==> src/rtl/ftms_pkg.sv <==
`timescale 1ns / 1ps
// ----------------------------------------------------------------------------
// Float tolerance match scan package
// Shared widths, register indexes and stage types.
// ----------------------------------------------------------------------------
package ftms_pkg;

   localparam int WORD_W     = 32;
   localparam int OUT_ADDR_W = 48;
   localparam int OUT_CNT_W  = 16;
   localparam int CSR_DATA_W = 48;
   localparam int CSR_IDX_W  = 3;
   localparam int SUM_W      = 28;

   localparam logic [15:0] CAPACITY_RST = 16'hFFFF;

   typedef enum logic [CSR_IDX_W-1:0] {
      CSR_TARGET     = 3'd0,
      CSR_TOLERANCE  = 3'd1,
      CSR_CAPACITY   = 3'd2,
      CSR_INIT_COUNT = 3'd3,
      CSR_BASE       = 3'd4
   } csr_index_type;

   // magnitude add/subtract after alignment
   typedef struct packed {
      logic             invalid;   // NaN operand or inf - inf
      logic             inf;       // infinite operand
      logic [7:0]       exp;       // exponent of the larger operand
      logic [SUM_W-1:0] sum;       // aligned sum with guard, round, sticky
      logic             last_word;
   } align_type;

   typedef struct packed {
      logic in_tol;
      logic last_word;
   } cmp_type;

endpackage

==> src/rtl/ftms_req_if.sv <==
`timescale 1ns / 1ps
// ----------------------------------------------------------------------------
// Word channel
// Valid/ready channel that carries one region word per beat.
// ----------------------------------------------------------------------------
interface ftms_req_if;
   logic        valid;
   logic        ready;
   logic [31:0] word_bits;
   logic        last_word;

   modport source (output valid, output word_bits, output last_word, input ready);
   modport sink   (input valid, input word_bits, input last_word, output ready);
endinterface

==> src/rtl/ftms_rsp_if.sv <==
`timescale 1ns / 1ps
// ----------------------------------------------------------------------------
// Result channel
// Valid/ready channel that carries one scan result per beat.
// ----------------------------------------------------------------------------
interface ftms_rsp_if;
   logic        valid;
   logic        ready;
   logic        hit;
   logic [47:0] match_address;
   logic [15:0] match_count;
   logic        full_res;

   modport source (output valid, output hit, output match_address, output match_count,
                   output full_res, input ready);
   modport sink   (input valid, input hit, input match_address, input match_count,
                   input full_res, output ready);
endinterface

==> src/rtl/float_tolerance_match_scan.sv <==
`timescale 1ns / 1ps
// ----------------------------------------------------------------------------
// Float tolerance match scan
// Tests region words as IEEE singles against a target within a tolerance.
// ----------------------------------------------------------------------------
// Usage:
//   req_if carries one region word per beat with last_word on the final one.
//   rsp_if returns one beat per word: hit, byte address, match count and
//   the full flag. csr_we/csr_index/csr_wdata write target, tolerance,
//   capacity, initial count and base address; write only while idle.
//   A word beat passes through input alignment, normalise and round, then
//   the scan state and result register on its way to the result beat. One
//   word is taken every cycle while the receiver does not stall; the counter
//   update in the scan stage sets that rate.
//   Reset clears all stage valids, zeroes the offset and counter and loads
//   the register reset values (capacity all ones).
//   When the receiver stalls the result register holds its beat; each stage
//   still fills while empty, so up to three words are buffered before
//   req_if.ready drops.
// ----------------------------------------------------------------------------
module float_tolerance_match_scan #(
   parameter int ADDR_BITS  = 48,
   parameter int COUNT_BITS = 16
) (
   input  logic                              clock,
   input  logic                              reset,
   ftms_req_if.sink                          req_if,
   ftms_rsp_if.source                        rsp_if,
   input  logic                              csr_we,
   input  logic [ftms_pkg::CSR_IDX_W-1:0]    csr_index,
   input  logic [ftms_pkg::CSR_DATA_W-1:0]   csr_wdata
);
   import ftms_pkg::*;

   logic [31:0] target_ff, tolerance_ff;
   logic [15:0] capacity_ff, init_ff;
   logic [47:0] base_ff;
   logic        al_valid, al_ready, cmp_valid, cmp_ready;
   logic        count_load_in, count_load_ff;
   align_type   al_data;
   cmp_type     cmp_data;

   assign count_load_in = csr_we && csr_index == CSR_INIT_COUNT;

   // register file
   always_ff @(posedge clock) begin
      if (reset) begin
         target_ff    <= '0;
         tolerance_ff <= '0;
         capacity_ff  <= CAPACITY_RST;
         init_ff      <= '0;
         base_ff      <= '0;
      end else if (csr_we) begin
         unique case (csr_index)
            CSR_TARGET:     target_ff    <= csr_wdata[31:0];
            CSR_TOLERANCE:  tolerance_ff <= csr_wdata[31:0];
            CSR_CAPACITY:   capacity_ff  <= csr_wdata[15:0];
            CSR_INIT_COUNT: init_ff      <= csr_wdata[15:0];
            CSR_BASE:       base_ff      <= csr_wdata[47:0];
            default: ;
         endcase
      end
   end

   // delay the counter load until the new initial count is held
   always_ff @(posedge clock) begin
      if (reset) begin
         count_load_ff <= 1'b0;
      end else begin
         count_load_ff <= count_load_in;
      end
   end

   ftms_align u_align (
      .clock       (clock),
      .reset       (reset),
      .in_valid    (req_if.valid),
      .in_ready    (req_if.ready),
      .word_bits   (req_if.word_bits),
      .last_word   (req_if.last_word),
      .target_bits (target_ff),
      .out_valid   (al_valid),
      .out_ready   (al_ready),
      .out_data    (al_data)
   );

   ftms_norm u_norm (
      .clock          (clock),
      .reset          (reset),
      .in_valid       (al_valid),
      .in_ready       (al_ready),
      .in_data        (al_data),
      .tolerance_bits (tolerance_ff),
      .out_valid      (cmp_valid),
      .out_ready      (cmp_ready),
      .out_data       (cmp_data)
   );

   ftms_scan #(
      .ADDR_BITS  (ADDR_BITS),
      .COUNT_BITS (COUNT_BITS)
   ) u_scan (
      .clock         (clock),
      .reset         (reset),
      .in_valid      (cmp_valid),
      .in_ready      (cmp_ready),
      .in_data       (cmp_data),
      .capacity      (capacity_ff),
      .initial_count (init_ff),
      .base_address  (base_ff),
      .count_load    (count_load_ff),
      .rsp_if        (rsp_if)
   );
endmodule

==> src/rtl/ftms_align.sv <==
`timescale 1ns / 1ps
// ----------------------------------------------------------------------------
// Float align stage
// Orders the operands by magnitude, aligns the smaller and adds or subtracts.
// ----------------------------------------------------------------------------
module ftms_align (
   input  logic                clock,
   input  logic                reset,
   input  logic                in_valid,
   output logic                in_ready,
   input  logic [31:0]         word_bits,
   input  logic                last_word,
   input  logic [31:0]         target_bits,
   output logic                out_valid,
   input  logic                out_ready,
   output ftms_pkg::align_type out_data
);
   import ftms_pkg::*;

   logic            valid_ff, valid_in;
   align_type       data_ff, data_in;
   logic            eff_sub, nan_w, nan_t, inf_w, inf_t, swap;
   logic [30:0]     mag_a, mag_b;
   logic [7:0]      exp_a, exp_b, diff;
   logic [5:0]      shamt;
   logic [26:0]     ext_a, ext_b, b_al;
   logic [53:0]     b_sh;

   always_comb begin
      eff_sub = word_bits[31] == target_bits[31];
      nan_w   = (&word_bits[30:23]) && (|word_bits[22:0]);
      nan_t   = (&target_bits[30:23]) && (|target_bits[22:0]);
      inf_w   = (&word_bits[30:23]) && !(|word_bits[22:0]);
      inf_t   = (&target_bits[30:23]) && !(|target_bits[22:0]);
      swap    = word_bits[30:0] < target_bits[30:0];
      mag_a   = swap ? target_bits[30:0] : word_bits[30:0];
      mag_b   = swap ? word_bits[30:0] : target_bits[30:0];
      // subnormals carry exponent one and no hidden bit
      exp_a   = (mag_a[30:23] == 8'd0) ? 8'd1 : mag_a[30:23];
      exp_b   = (mag_b[30:23] == 8'd0) ? 8'd1 : mag_b[30:23];
      ext_a   = {(mag_a[30:23] != 8'd0), mag_a[22:0], 3'b000};
      ext_b   = {(mag_b[30:23] != 8'd0), mag_b[22:0], 3'b000};
      diff    = exp_a - exp_b;
      shamt   = (diff > 8'd28) ? 6'd28 : diff[5:0];
      b_sh    = {ext_b, 27'd0} >> shamt;
      b_al    = {b_sh[53:28], b_sh[27] | (|b_sh[26:0])};

      data_in.invalid   = nan_w || nan_t || (inf_w && inf_t && eff_sub);
      data_in.inf       = inf_w || inf_t;
      data_in.exp       = exp_a;
      data_in.sum       = eff_sub ? ({1'b0, ext_a} - {1'b0, b_al})
                                  : ({1'b0, ext_a} + {1'b0, b_al});
      data_in.last_word = last_word;
   end

   // advance when the slot is empty or drains this cycle
   assign in_ready = !valid_ff || out_ready;
   assign valid_in = in_ready ? in_valid : valid_ff;

   always_ff @(posedge clock) begin
      if (reset) begin
         valid_ff <= 1'b0;
      end else begin
         valid_ff <= valid_in;
      end
   end

   always_ff @(posedge clock) begin
      if (in_ready && in_valid) begin
         data_ff <= data_in;
      end
   end

   assign out_valid = valid_ff;
   assign out_data  = data_ff;
endmodule

==> src/rtl/ftms_norm.sv <==
`timescale 1ns / 1ps
// ----------------------------------------------------------------------------
// Float normalise and compare stage
// Normalises and rounds the difference to nearest even, then tests it
// against the tolerance.
// ----------------------------------------------------------------------------
module ftms_norm (
   input  logic                clock,
   input  logic                reset,
   input  logic                in_valid,
   output logic                in_ready,
   input  ftms_pkg::align_type in_data,
   input  logic [31:0]         tolerance_bits,
   output logic                out_valid,
   input  logic                out_ready,
   output ftms_pkg::cmp_type   out_data
);
   import ftms_pkg::*;

   function automatic logic [4:0] lead_zeros(input logic [26:0] v);
      logic [4:0] n;
      logic       seen;
      n    = 5'd27;
      seen = 1'b0;
      for (int i = 26; i >= 0; i--) begin
         if (!seen && v[i]) begin
            n    = 5'(26 - i);
            seen = 1'b1;
         end
      end
      return n;
   endfunction

   logic        valid_ff, valid_in;
   cmp_type     data_ff, data_in;
   logic [26:0] norm_m;
   logic [8:0]  norm_e;
   logic [4:0]  lz, sh;
   logic [7:0]  e_room;
   logic        up, tol_nan;
   logic [31:0] rnd;
   logic [30:0] mag;

   always_comb begin
      lz     = lead_zeros(in_data.sum[26:0]);
      e_room = in_data.exp - 8'd1;
      sh     = (e_room < {3'b000, lz}) ? e_room[4:0] : lz;
      // carry out of the add: shift right, keep sticky
      if (in_data.sum[27]) begin
         norm_m = {in_data.sum[27:2], in_data.sum[1] | in_data.sum[0]};
         norm_e = {1'b0, in_data.exp} + 9'd1;
      end else begin
         norm_m = in_data.sum[26:0] << sh;
         norm_e = norm_m[26] ? ({1'b0, in_data.exp} - {4'd0, sh}) : 9'd0;
      end
      // round to nearest even; the carry runs into the exponent
      up  = norm_m[2] && (norm_m[1] || norm_m[0] || norm_m[3]);
      rnd = {norm_e, norm_m[25:3]} + {31'd0, up};
      mag = (in_data.inf || rnd[31:23] >= 9'd255) ? 31'h7F80_0000 : rnd[30:0];

      tol_nan = (&tolerance_bits[30:23]) && (|tolerance_bits[22:0]);
      data_in.in_tol    = !in_data.invalid && !tol_nan &&
                          (tolerance_bits[31] ? (mag == 31'd0 && tolerance_bits[30:0] == 31'd0)
                                              : (mag <= tolerance_bits[30:0]));
      data_in.last_word = in_data.last_word;
   end

   assign in_ready = !valid_ff || out_ready;
   assign valid_in = in_ready ? in_valid : valid_ff;

   always_ff @(posedge clock) begin
      if (reset) begin
         valid_ff <= 1'b0;
      end else begin
         valid_ff <= valid_in;
      end
   end

   always_ff @(posedge clock) begin
      if (in_ready && in_valid) begin
         data_ff <= data_in;
      end
   end

   assign out_valid = valid_ff;
   assign out_data  = data_ff;
endmodule

==> src/rtl/ftms_scan.sv <==
`timescale 1ns / 1ps
// ----------------------------------------------------------------------------
// Scan state and result register
// Holds word offset, match counter and stop flag; forms each result beat.
// ----------------------------------------------------------------------------
module ftms_scan #(
   parameter int ADDR_BITS  = 48,
   parameter int COUNT_BITS = 16
) (
   input  logic              clock,
   input  logic              reset,
   input  logic              in_valid,
   output logic              in_ready,
   input  ftms_pkg::cmp_type in_data,
   input  logic [15:0]       capacity,
   input  logic [15:0]       initial_count,
   input  logic [47:0]       base_address,
   input  logic              count_load,
   ftms_rsp_if.source        rsp_if
);
   import ftms_pkg::*;

   localparam int CMP_W = (COUNT_BITS > 16) ? COUNT_BITS : 16;

   logic [ADDR_BITS-1:0]  offset_ff, offset_in;
   logic [COUNT_BITS-1:0] count_ff, count_in, count_next;
   logic                  stop_ff, stop_in, stop_now, stop_next, hit, take;
   logic                  valid_ff, valid_in;
   logic                  hit_ff;
   logic [47:0]           addr_ff;
   logic [15:0]           rcount_ff;
   logic                  full_ff;
   logic [ADDR_BITS-1:0]  addr;
   logic [COUNT_BITS-1:0] init_cnt;

   assign in_ready = !valid_ff || rsp_if.ready;
   assign take     = in_ready && in_valid;
   assign init_cnt = COUNT_BITS'(initial_count);

   // decide hit and the stop flag for this word
   always_comb begin
      stop_now   = stop_ff || (CMP_W'(count_ff) >= CMP_W'(capacity));
      hit        = !stop_now && in_data.in_tol;
      count_next = hit ? count_ff + 1'b1 : count_ff;
      stop_next  = stop_now || (hit && (CMP_W'(count_next) >= CMP_W'(capacity)));
      addr       = ADDR_BITS'(base_address) + (offset_ff << 2);
   end

   // advance or reload the region state
   always_comb begin
      offset_in = offset_ff;
      count_in  = count_ff;
      stop_in   = stop_ff;
      if (take) begin
         if (in_data.last_word) begin
            offset_in = '0;
            count_in  = init_cnt;
            stop_in   = 1'b0;
         end else begin
            offset_in = offset_ff + 1'b1;
            count_in  = count_next;
            stop_in   = stop_next;
         end
      end else if (count_load && offset_ff == '0) begin
         count_in = init_cnt;
         stop_in  = 1'b0;
      end
   end

   assign valid_in = in_ready ? in_valid : valid_ff;

   always_ff @(posedge clock) begin
      if (reset) begin
         offset_ff <= '0;
         count_ff  <= '0;
         stop_ff   <= 1'b0;
         valid_ff  <= 1'b0;
      end else begin
         offset_ff <= offset_in;
         count_ff  <= count_in;
         stop_ff   <= stop_in;
         valid_ff  <= valid_in;
      end
   end

   // hold the result beat until taken
   always_ff @(posedge clock) begin
      if (take) begin
         hit_ff    <= hit;
         addr_ff   <= OUT_ADDR_W'(addr);
         rcount_ff <= OUT_CNT_W'(count_next);
         full_ff   <= stop_next;
      end
   end

   assign rsp_if.valid         = valid_ff;
   assign rsp_if.hit           = hit_ff;
   assign rsp_if.match_address = addr_ff;
   assign rsp_if.match_count   = rcount_ff;
   assign rsp_if.full_res      = full_ff;
endmodule

==> src/flat_wrapper.sv <==
// flat-port wrapper written by rule: the top's interface ports become plain ports
module float_tolerance_match_scan_flat import ftms_pkg::*;
#(
   parameter int ADDR_BITS  = 48,
   parameter int COUNT_BITS = 16
)
  (clock, reset, csr_we, csr_index, csr_wdata, req_if_valid, req_if_word_bits, req_if_last_word, req_if_ready, rsp_if_valid, rsp_if_hit, rsp_if_match_address, rsp_if_match_count, rsp_if_full_res, rsp_if_ready);
  ftms_req_if req_if_i ();
  ftms_rsp_if rsp_if_i ();
  input  logic clock;
  input  logic reset;
  input  logic csr_we;
  input  logic [ftms_pkg::CSR_IDX_W-1:0] csr_index;
  input  logic [ftms_pkg::CSR_DATA_W-1:0] csr_wdata;
  input wire logic [$bits(req_if_i.valid)-1:0] req_if_valid;
  input wire logic [$bits(req_if_i.word_bits)-1:0] req_if_word_bits;
  input wire logic [$bits(req_if_i.last_word)-1:0] req_if_last_word;
  output wire logic [$bits(req_if_i.ready)-1:0] req_if_ready;
  output wire logic [$bits(rsp_if_i.valid)-1:0] rsp_if_valid;
  output wire logic [$bits(rsp_if_i.hit)-1:0] rsp_if_hit;
  output wire logic [$bits(rsp_if_i.match_address)-1:0] rsp_if_match_address;
  output wire logic [$bits(rsp_if_i.match_count)-1:0] rsp_if_match_count;
  output wire logic [$bits(rsp_if_i.full_res)-1:0] rsp_if_full_res;
  input wire logic [$bits(rsp_if_i.ready)-1:0] rsp_if_ready;
  assign req_if_i.valid = req_if_valid;
  assign req_if_i.word_bits = req_if_word_bits;
  assign req_if_i.last_word = req_if_last_word;
  assign req_if_ready = req_if_i.ready;
  assign rsp_if_valid = rsp_if_i.valid;
  assign rsp_if_hit = rsp_if_i.hit;
  assign rsp_if_match_address = rsp_if_i.match_address;
  assign rsp_if_match_count = rsp_if_i.match_count;
  assign rsp_if_full_res = rsp_if_i.full_res;
  assign rsp_if_i.ready = rsp_if_ready;
  float_tolerance_match_scan #(.ADDR_BITS(ADDR_BITS), .COUNT_BITS(COUNT_BITS)) u_core (.clock(clock), .reset(reset), .req_if(req_if_i), .rsp_if(rsp_if_i), .csr_we(csr_we), .csr_index(csr_index), .csr_wdata(csr_wdata));
endmodule
==> config.mk <==
export PLATFORM = sky130hd
export DESIGN_NAME = float_tolerance_match_scan_flat
export DESIGN_NICKNAME = d
export VERILOG_FILES = /design/src/rtl/ftms_pkg.sv /design/src/rtl/ftms_req_if.sv /design/src/rtl/ftms_rsp_if.sv /design/src/rtl/float_tolerance_match_scan.sv /design/src/rtl/ftms_align.sv /design/src/rtl/ftms_norm.sv /design/src/rtl/ftms_scan.sv /design/src/flat_wrapper.sv
export SDC_FILE = /design/constraint.sdc
export NUM_CORES = 1
export LEC_CHECK = 0
export BUFFER_PORTS_ARGS = -buffer_cell sky130_fd_sc_hd__buf_2
export CAP_MARGIN = 0
export CORE_ASPECT_RATIO = 2
export CORE_MARGIN = 4
export CORE_UTILIZATION = 50
export CTS_CLUSTER_SIZE = 8
export DETAILED_ROUTE_END_ITERATION = 8
export GPL_TIMING_DRIVEN = 0
export PLACE_DENSITY = 0.78
export SKIP_LAST_GASP = 1
export SLEW_MARGIN = 20
export SYNTH_ARGS = -nofsm -noshare
export SYNTH_HDL_FRONTEND = slang
export SYNTH_SLANG_ARGS = --single-unit
==> constraint.sdc <==
create_clock -name clock -period 24.4 [get_ports clock]
set_input_delay 4.88 -clock clock [delete_from_list [all_inputs] [get_ports clock]]
set_output_delay 4.88 -clock clock [all_outputs]
set_load 0.05 [all_outputs]
Yosys cells after proc, flatten, opt, wreduce, memory -nomap -nowiden
Cells that the tools add are included.
{"block": "totals", "regBits": 320, "out_inout_bits": 68, "wordCells": 232}
{"block": "classes", "addsub": 10, "order_cmp": 7, "n_eq_ne": 5, "n_shift": 2, "mux": 73, "n_bitwise": 2, "n_reduce_logical": 110}
{"operator": "$mux 5", "count": 28}
{"operator": "$mux 31", "count": 3}
{"operator": "$reduce_or 23->1", "count": 3}
{"operator": "$mux 16", "count": 4}
{"operator": "$logic_not 31->1", "count": 2}
{"operator": "$shr 54x6->54", "count": 1}
{"operator": "$add 48x1->48 const B", "count": 1}
{"operator": "$add 48x48->48", "count": 1}
{"operator": "$logic_not 48->1", "count": 1}
{"operator": "$mux 48", "count": 1}
{"operator": "$logic_and 1x1->1", "count": 44}
{"operator": "$logic_not 1->1", "count": 34}
{"operator": "$add 32x1->32", "count": 1}
{"operator": "$ge 16x16->1", "count": 2}
{"operator": "$le 31x31->1", "count": 1}
{"operator": "$lt 31x31->1", "count": 1}
{"operator": "$mux 1", "count": 30}
{"operator": "$add 27x27->28", "count": 1}
{"operator": "$mux 28", "count": 1}
{"operator": "$sub 27x27->28", "count": 1}
{"operator": "$reduce_or 27->1", "count": 1}
{"operator": "$shl 27x5->27", "count": 1}
{"operator": "$mux 26", "count": 1}
{"operator": "$reduce_and 8->1", "count": 3}
{"operator": "22 further kinds", "count": 42}

Logic depth before layout (Yosys ltp)
{"block": "depth", "word_depth": 94, "depth_mapped": 60, "depth_no_buf": 51}

Cells and area by module
From an unflattened synthesis, not the netlist that was laid out.
{"block": "unflattened", "cells_unflattened": 3504, "hier_area_um2": 28797.6}
{"mod": "ftms_scan", "instances": 1, "cells_each": 933, "area_per_inst_um2": 8697.1, "seq_area_each_um2": 3303.2}
{"mod": "ftms_align", "instances": 1, "cells_each": 1150, "area_per_inst_um2": 8310.5, "seq_area_each_um2": 1191.1}
{"mod": "ftms_norm", "instances": 1, "cells_each": 874, "area_per_inst_um2": 5952.0, "seq_area_each_um2": 80.1}
{"mod": "float_tolerance_match_scan", "instances": 1, "cells_each": 547, "area_per_inst_um2": 5838.1, "seq_area_each_um2": 2902.8}

Worst setup path after synthesis
OpenSTA, ideal clock, no wires.
{"block": "synth_timing", "kind": "input to register", "start": "input port req_if_word_bits[5]", "end": "register u_core.u_align.data_ff (netlist bit u_core.u_align.out_data[28]) (data pin)", "arrival_ps": 14977, "t_required_ps": 24131, "slack_ps": 9153, "stages": 54, "n_path_buf": 6, "path_cell_list": "ha_1 > a2111o_1 > a31oi_1 > a21oi_1 > o2111ai_1 > nand2_1 > clkbuf_1 > clkbuf_1 > clkbuf_1 > clkbuf_1 > o21ai_0 > nor4_1 > and2_1 > nor2_1 > ha_1 > inv_1 > fa_1 > a211o_1 > (+18 left out) > o21bai_1 > a21oi_1 > o21bai_1 > a21o_1 > a21oi_1 > o21bai_1 > a21oi_1 > o21bai_1 > a21oi_1 > o21bai_1 > a21o_1 > a21oi_1 > o21bai_1 > a21oi_1 > o31ai_1 > a21o_1 > a2111oi_0 > nor3_1"}
{"item": "from (decl)", "line": "flat_wrapper.sv:16", "text": "input wire logic [$bits(req_if_i.word_bits)-1:0] req_if_word_bits;"}
{"item": "to (signal assigned)", "line": "ftms_align.sv:70", "text": "data_ff <= data_in;"}
{"item": "to (decl)", "line": "ftms_align.sv:21", "text": "align_type data_ff, data_in;"}

==> metrics.txt <==
outcome finished clean; footprint of the multi-input gates 17500 um^2; reg2reg path depth 50; Layout fillers 4935; min Tclk post-route 19.16 ns; CTS H-tree depth 2; syn_nets 3695; routability cong. 1.07; CTS Sinks 320; vias in the first global route 28300; Critical Path End Type flop; hpwl dp 87900 um; area grow syn2layout 11.4%; Reg-to-Reg Start u_core.target_ff[5]$_SDFFE_PP0P_; Setup CP Type in2reg; Finished Core Util 0.564; CTS Buf Count 45; nets 3899; Peak VDD IR 0.0686 mV; Worst-path clk slew 0.06 ns; Max transition margin 0.179; Power Density 63.4 nW/um^2; placed insts 4213; via count 27800; critical path peak fanout 10; Critical Path RT 24.72 ns; Placed Area 28000 um^2; Cell variety after synth 108; CTS tree built; chip width 170 um; Fin Setup TNS 0 ns; initial cell density of the core 0.507; antenna viol nets, final 0; drt pass-1 iters 8; Vias/cell 6.48; P_leak 11.8 nW; Post-Route WL 112000 um; initial antenna violation count 2; overall power 1.86 mW; share of post-route cells with drive strength above 1 0.0896; RSZ-0062 raised after global routing no; FFs w/ async S/R, synth 0; Max clock buf depth 3; Die Y 333 um; Slew Viols, Final 0; clk_skew 0.0277 ns; Buf/Inv on CP 10; synthesized flop and latch total 320; family with the most delay on the worst path compound AO/OA/AOI/OAI gates; Largest stage delay, worst path 0.75 ns; Max Clock Freq 52.2 MHz; CP dominant cell by count a21oi_1; Main synth FF type dfxtp_1; postcts setup bufs 0; hold path depth 0; R2R Path End u_core.u_align.out_data[28]$_DFFE_PP_; Slew @ Worst Pin 1.22 ns; count of final hold-check violations 0; DR WL/cell 26.2 um; worst hold path class reg2reg; I/O Buffers 155; Critical Path Start Type input port; clk root buf clkbuf_16; Post-CTS Resized 0; I/O pins 157; final setup violation count 0; # DRC 0; maxcap violations 0; Hold Crit Endpoint u_core.u_scan.rsp_if.match_address[0]$_DFFE_PP_; sequential share of the synthesized area 0.284; hold slack 0.438 ns; core area 52000 um^2; GRT Total Usage 0.383; die area 56600 um^2; first-pass GRT wire length 166000 um; Synth Area per Inst 7.75 um^2; fin area 29300 um^2; largest net degree at the start of global routing 74; Slowest cell on crit path a31oi_1; sequential cell area 7480 um^2; Setup WS pre-CTS 5.32 ns; synthesized instance count 3396; setup slack after layout 5.24 ns; Non-Filler Instances 4294; 1st-iter DRT viols 2184; YS warnings 0; total gr overflow 0; synthesized area 26300 um^2; Site Rows 118; min-delay src u_core.base_ff[0]$_SDFFE_PP0P_; Post-synth EDFFs 107; period utilisation layout 0.785; clk_lat worst skew 0.59 ns; critical path arrival 19.48 ns; reg-to-reg slack, setup 8.96 ns; cts hold-fix bufs 0
## final cells by class
| type | instances | share of cell area |
|---|---|---|
| clock inverter | 2 | 0.00158 |
| timing repair buffer | 157 | 0.0283 |
| tap | 660 | 0.0282 |
| multi-input combinational | 2720 | 0.595 |
| sequential | 320 | 0.255 |
| buffer | 170 | 0.0250 |
| clock buffer | 73 | 0.0420 |
| antenna | 6 | 0.000512 |
| inverter | 186 | 0.0240 |
## worst max path at each step
stage	startpoint	end	slack [ns]	cells past startpoint
2_1_floorplan	req_if_word_bits[5]	u_core.u_align.out_data[28]$_DFFE_PP_	9.15	54
3_3_place_gp	req_if_word_bits[13]	u_core.u_align.out_data[28]$_DFFE_PP_	5.25	54
3_5_place_dp	req_if_word_bits[13]	u_core.u_align.out_data[28]$_DFFE_PP_	5.32	54
4_1_cts	req_if_word_bits[13]	u_core.u_align.out_data[28]$_DFFE_PP_	5.87	54
5_1_grt	req_if_word_bits[13]	u_core.u_align.out_data[28]$_DFFE_PP_	4.74	54
6_report	req_if_word_bits[13]	u_core.u_align.out_data[28]$_DFFE_PP_	5.24	54
## layer usage
layer	track usage	share of wire	wire (um)
met5	0	0	0
met4	0.407	0.14	15600
met3	0.0808	0.076	8570
met2	0.678	0.49	55100
met1	0.334	0.29	33100
## where the power goes
part           total (mW)  switching, mW  internal, mW
clock               0.591          0.249         0.342
sequential          0.597         0.0239         0.573
combinational       0.672          0.453         0.218
total                1.86          0.726          1.13
## Yosys cell counts (all sizes together), types with 35 or more instances
master | number | area [um^2]
o21ai | 182 | 911
nand2 | 527 | 1980
and2 | 37 | 233
dfxtp | 213 | 4260
nand4 | 51 | 332
nor3 | 71 | 365
nor4 | 48 | 328
mux2i | 105 | 1050
a21o | 62 | 465
clkbuf | 127 | 477
nand3 | 124 | 641
o211ai | 40 | 300
nor2 | 248 | 931
xor2 | 56 | 490
buf | 43 | 256
inv | 183 | 687
xnor2 | 99 | 867
nand2b | 37 | 234
edfxtp | 107 | 3210
ha | 206 | 2580
or3 | 35 | 219
a21oi | 337 | 1700
## worst reg2reg max path: cells and delay by family (launching register included)
kind                       cells  cell delay [ns]
AOI/OAI and AO/OA             27             6.81
adders and majority gates      5             1.59
and+or+nand+nor                7             1.77
DFF                            1             0.31
buffers and inverters         11             4.73
## cell usage in the layout (no fill, tap or decap), types with 105 or more instances in the layout
cell type,n
inv_1,182
o21ai_0,161
edfxtp_1,107
a21oi_1,334
nor2_1,248
nand3_1,120
buf_2,176
mux2i_1,105
ha_1,206
nand2_1,526
clkbuf_1,155
dfxtp_1,213
## cell families after synthesis
logic type / count (synthesis) / share of synthesized area
fa+ha+maj: 212 / 0.102
compound gates: 925 / 0.225
buf+inv: 356 / 0.0544
flops: 320 / 0.284
simple gates: 1303 / 0.234
mux: 125 / 0.0489
xor+xnor: 155 / 0.0516
## sequential cells by signal (all words and copies together), names as in the netlist, 2 cells and up
register,cells
u_core.base_ff,48
u_core.capacity_ff,16
u_core.init_ff,16
u_core.target_ff,32
u_core.tolerance_ff,32
u_core.u_align.out_data,39
u_core.u_norm.out_data,2
u_core.u_scan.count_ff,16
u_core.u_scan.offset_ff,48
u_core.u_scan.rsp_if.match_address,48
u_core.u_scan.rsp_if.match_count,16
(Power assumes the default switching activity.)
